--- src/rtl/clsr_pkg.sv ---
// Shared types and constants for the combined LCG / shuffle-table generator.
// Holds generator constants, controller state encoding and the command and
// status bundles passed between controller and datapath. No dependencies.
`timescale 1ns / 1ps

package clsr_pkg;

   // Generator word width and fixed arithmetic constants
   localparam int unsigned DATA_W      = 31;
   localparam int unsigned MOD1        = 32'd2147483563;
   localparam int unsigned MOD2        = 32'd2147483399;
   localparam int unsigned MUL1        = 32'd40014;
   localparam int unsigned MUL2        = 32'd40692;
   localparam int unsigned QUO1        = 32'd53668;
   localparam int unsigned QUO2        = 32'd52774;
   localparam int unsigned REM1        = 32'd12211;
   localparam int unsigned REM2        = 32'd3791;
   localparam int unsigned WRAP_TOP    = MOD1 - 32'd1;
   localparam int unsigned SECOND_INIT = 32'd123456789;

   // Schrage quotient/remainder width and reciprocal shift
   localparam int unsigned KQ_W        = 16;
   localparam int unsigned RECIP_SHIFT = 46;

   // Shuffle table size default and warm-up steps beyond the table fill
   localparam int unsigned TABLE_SIZE_DEF = 32;
   localparam int unsigned WARM_EXTRA     = 8;

   // Register file: one 31-bit seed register on a 32-bit bus, word index taken from paddr[2]
   localparam int unsigned CSR_ADDR_W   = 3;
   localparam int unsigned CSR_DATA_W   = 32;
   localparam logic [0:0]  CSR_IDX_SEED = 1'b0;

   // Controller states
   typedef enum logic [2:0] {
      ST_IDLE,
      ST_SEED,
      ST_WARM_GO,
      ST_WARM_WAIT,
      ST_DRAW_GO,
      ST_DRAW_WAIT,
      ST_FINISH
   } ctrl_state_type;

   // Commands from controller to datapath
   typedef struct packed {
      logic load_seed;
      logic warm_start;
      logic warm_take;
      logic draw_start;
      logic draw_take;
      logic finish;
   } dp_cmd_type;

   // Status from datapath to controller
   typedef struct packed {
      logic warm_done;
      logic draw_done;
      logic cnt_zero;
      logic out_free;
   } dp_sts_type;

endpackage

--- src/rtl/clsr_ctrl.sv ---
// Controller state machine: request accept, seeding and warm-up sequence,
// draw sequencing and hand-off to the result register.
// Depends on clsr_pkg.
`timescale 1ns / 1ps

module clsr_ctrl (
   input  logic                  clock,
   input  logic                  reset,
   input  logic                  req_valid,
   output logic                  req_stall,
   input  logic                  req_reseed,
   output clsr_pkg::dp_cmd_type  cmd,
   input  clsr_pkg::dp_sts_type  sts
);
   import clsr_pkg::*;

   ctrl_state_type state_ff, state_in;
   logic           seeded_ff, seeded_in;
   logic           accept;

   assign accept = req_valid && (state_ff == ST_IDLE);

   // Next state
   always_comb begin
      state_in = state_ff;
      case (state_ff)
         ST_IDLE: begin
            if (accept) begin
               state_in = (req_reseed || !seeded_ff) ? ST_SEED : ST_DRAW_GO;
            end
         end
         ST_SEED:      state_in = ST_WARM_GO;
         ST_WARM_GO:   state_in = ST_WARM_WAIT;
         ST_WARM_WAIT: begin
            if (sts.warm_done) begin
               state_in = sts.cnt_zero ? ST_DRAW_GO : ST_WARM_GO;
            end
         end
         ST_DRAW_GO:   state_in = ST_DRAW_WAIT;
         ST_DRAW_WAIT: begin
            if (sts.draw_done) begin
               state_in = ST_FINISH;
            end
         end
         ST_FINISH: begin
            if (sts.out_free) begin
               state_in = ST_IDLE;
            end
         end
         default:      state_in = ST_IDLE;
      endcase
   end

   // Outputs
   always_comb begin
      cmd       = '0;
      req_stall = 1'b1;
      case (state_ff)
         ST_IDLE:      req_stall      = 1'b0;
         ST_SEED:      cmd.load_seed  = 1'b1;
         ST_WARM_GO:   cmd.warm_start = 1'b1;
         ST_WARM_WAIT: cmd.warm_take  = sts.warm_done;
         ST_DRAW_GO:   cmd.draw_start = 1'b1;
         ST_DRAW_WAIT: cmd.draw_take  = sts.draw_done;
         ST_FINISH:    cmd.finish     = sts.out_free;
         default:      req_stall      = 1'b1;
      endcase
   end

   // Mark seeded once the last warm-up step lands
   assign seeded_in = seeded_ff | (cmd.warm_take & sts.cnt_zero);

   always_ff @(posedge clock) begin
      if (reset) begin
         state_ff  <= ST_IDLE;
         seeded_ff <= 1'b0;
      end else begin
         state_ff  <= state_in;
         seeded_ff <= seeded_in;
      end
   end

endmodule

--- config.mk ---
export PLATFORM = sky130hd
export DESIGN_NAME = clsr_ctrl
export DESIGN_NICKNAME = d
export VERILOG_FILES = /design/src/rtl/clsr_pkg.sv /design/src/rtl/clsr_ctrl.sv
export SDC_FILE = /design/constraint.sdc
export NUM_CORES = 1
export LEC_CHECK = 0
export ABC_AREA = 1
export ABC_CLOCK_PERIOD_IN_PS = 1450
export BUFFER_PORTS_ARGS = -buffer_cell sky130_fd_sc_hd__buf_2
export CAP_MARGIN = 20
export CORE_AREA = 5 5 42 44
export DETAILED_ROUTE_END_ITERATION = 10
export DIE_AREA = 0 0 47 49
export GPL_TIMING_DRIVEN = 0
export PLACE_DENSITY = 0.5
export SLEW_MARGIN = 5
export SYNTH_ARGS = -nofsm -noshare
export SYNTH_HDL_FRONTEND = slang
export SYNTH_SLANG_ARGS = --single-unit
--- constraint.sdc ---
create_clock -name clock -period 1.45 [get_ports clock]
set_clock_uncertainty 0.2 [all_clocks]
set_input_delay 0.2175 -clock clock [delete_from_list [all_inputs] [get_ports clock]]
set_output_delay 0.2175 -clock clock [all_outputs]
set_load 0.005 [all_outputs]
==> results.md <==
- FF+latch count, synth: 4
- Largest net degree at the start of global routing: 8
- Row count: 14
- P&R area growth vs syn: 70.1%
- Max IR drop VDD: 0.824 mV
- Yosys top cell area share: 0.239
- GR Overflow Total: 0
- Critical path launch point type: register
- Final ANT Viol Nets: 0
- Yosys cell types: 16
- Leak: ~0.30 nW
- Util after Layout: 0.407
- Die X: 47 um
- Setup_tns: -0.0801 ns
- Mapped Nets: 65
- Core area: between 0.001 and 0.0015 mm2
- Most common cell in the netlist: nand2_1
- Initial antenna violation count: 0
- Cell taking the most area after synthesis: dfxtp_1
- Io pins: 15
- Via count: approximately 420
- Post-DP HPWL: between 600 and 700 um
- N_diodes: 0
- CTS buffer count: 3
- TritonCTS clock tree: yes
- Tot GR Track Use: 0.0958
- Max_slew headroom: 0.888
- Worst Hold Class: in2reg
- Syn avg cell area: ~6 um2
- Buffers on Ports: 14
- Final Max Tran Viols: 0
- Final wirelength: 958 um
- Layout cells sized above 1: 0.513
- Hold Fails Final Rpt: 0
- DR DRC count: 0
- Final WS setup: -0.0439 ns
- Status: finished with violations
- Max-cap violation count: 0
- Slew @ Worst Pin: roughly 0.17 ns
- Clock slew seen by the registers of the worst setup and hold paths: around 0.030 ns
- CP required: between 1 and 1.5 ns
- RSZ-0062 raised after global routing: yes
- Vias in the first global route: between 400 and 500
- Synth warn: 0
- CTS sink count: 4
- Endpoints failing setup: 2
- Post-synth EDFFs: 0
- Critical path peak fanout: 6
- Register area share after synthesis: 0.239
- Fmax: ~670 MHz
- Vias/cell: between 4 and 5
- Initial drt markers: 5
- First-pass GRT wire length: 1.60 mm
- Initial Utilization: 0.239
- Die Area: 0.00230 mm2
- Data arrival, critical path: roughly 1.1 ns
- Crit path time final: 1.49 ns
- CTS Buffer Depth: 2
- Area contributors post-synth: dfxtp_1 (24%), nand2_1 (16%), inv_1 (11%)
- Final cell count without fillers: 96
- Gpl congestion: around 0.71
- Mapped Area: between 300 and 400 um2
- CTS root buf: clkbuf_4
- Post-synth top flop: dfxtp_1
- Placed insts: 87
- Die H: 49 um
- Critical path endpoint category: output port
- WL/cell: 9.98 um
- Number of fill cells: ~170
- Critical path class: reg2out
- PD cells: ~1700 mW/mm2
- Final #Nets: 90
- Most frequent cells after synthesis: nand2_1 (14), inv_1 (10), nor2_1 (9)
- Ys async rst share: 0
- Failing checks: negative setup slack
- Worst-Skew Late Latency: around 0.23 ns
- DRT Pass-1 Iters: 3
- Cells after Synth: 57
- Crit share post-route: 1.03
- H-tree level count: 1
- Power Total: roughly 1 mW
==> path summary, 6_finish.rpt <==
check / start / slack [ns] / cells after the start / end
hold / removal: sts[1] / 0.07 / 3 / seeded_ff$_SDFF_PP0_
setup / recovery: state_ff[0]$_SDFFE_PP0P_ / -0.04 / 4 / cmd[0]
hold reg to reg: seeded_ff$_SDFF_PP0_ / 0.26 / 2 / seeded_ff$_SDFF_PP0_
setup reg to reg: state_ff[1]$_SDFFE_PP0P_ / 0.11 / 8 / state_ff[2]$_SDFFE_PP0P_
==> logic make-up (layout without fill, tap and decap cells) <==
| logic type | after synthesis | in the layout | synth area share |
|---|---|---|---|
| compound gates | 5 | 5 | 0.0746 |
| buf+inv | 12 | 35 | 0.168 |
| flops | 4 | 4 | 0.239 |
| simple gates | 36 | 36 | 0.519 |
==> repair_timing <==
item / CTS / global route
endpoints found under the setup margin: 7 / 8
setup buffers: 2 / 2
pin swaps: 2 / 2
hold endpoints to repair: 2 / 0
cloned: 1 / 0
hold buffers: 1 / 0
resized for setup: 12 / 7
==> registers in the layout, summed over array words and instances (netlist names) <==
register   flops
seeded_ff      1
state_ff       3
==> critical path, cell delays in order, from the launching register on <==
cell,delay [ns]
dfxtp_2,0.31
buf_6,0.13
buf_12,0.13
nor3_2,0.15
buf_2,0.13
==> layer usage <==
layer | GRT usage | part of all wire | vias up
li1 | - | - | 223
met1 | 0.103 | 0.41 | 187
met2 | 0.154 | 0.51 | 9
met3 | 0.0443 | 0.069 | 2
met4 | 0.0415 | 0.0063 | 0
met5 | 0 | 0 | -
==> final cells by class <==
type                            instances  area (um2)  share of cell area
Tap cell                               16        20.0              0.0351
Buffer                                  2        22.5              0.0395
Clock buffer                            3        22.5              0.0395
Timing Repair Buffer                   20         128               0.224
Multi-Input combinational cell         41         249               0.436
Sequential cell                         4        86.3               0.151
Inverter                               10        42.5              0.0746
==> report_power, final <==
part	switching, mW	total, mW	internal [mW]
Combinational	0.358	0.681	0.323
Clock	0.0401	0.132	0.0922
Sequential	0.0279	0.177	0.149
Total	0.426	0.990	0.564
==> per-stage QoR <==
stage / area, um2 / hold WS (ns) / setup slack, ns
3_3_place_gp: 425 / 0.225 / -0.00258
2_1_floorplan: 335 / 0.0866 / 0.169
3_5_place_dp: 425 / 0.229 / 0.0225
4_1_cts: 526 / 0.0695 / -0.0538
6_report: 571 / 0.0724 / -0.0439
5_1_grt: 571 / 0.0780 / -0.106
==> placed cells by master (no fill, tap or decap), types with 2 or more instances in the layout <==
cell type / n
buf_4: 3
nand3_1: 2
buf_6: 2
buf_2: 15
nor3_2: 3
nor2_1: 7
dfxtp_2: 2
a21oi_1: 5
clkbuf_4: 3
nand2_2: 3
nand2_1: 12
nor2_4: 3
inv_1: 9
(Power assumes the default switching activity.)
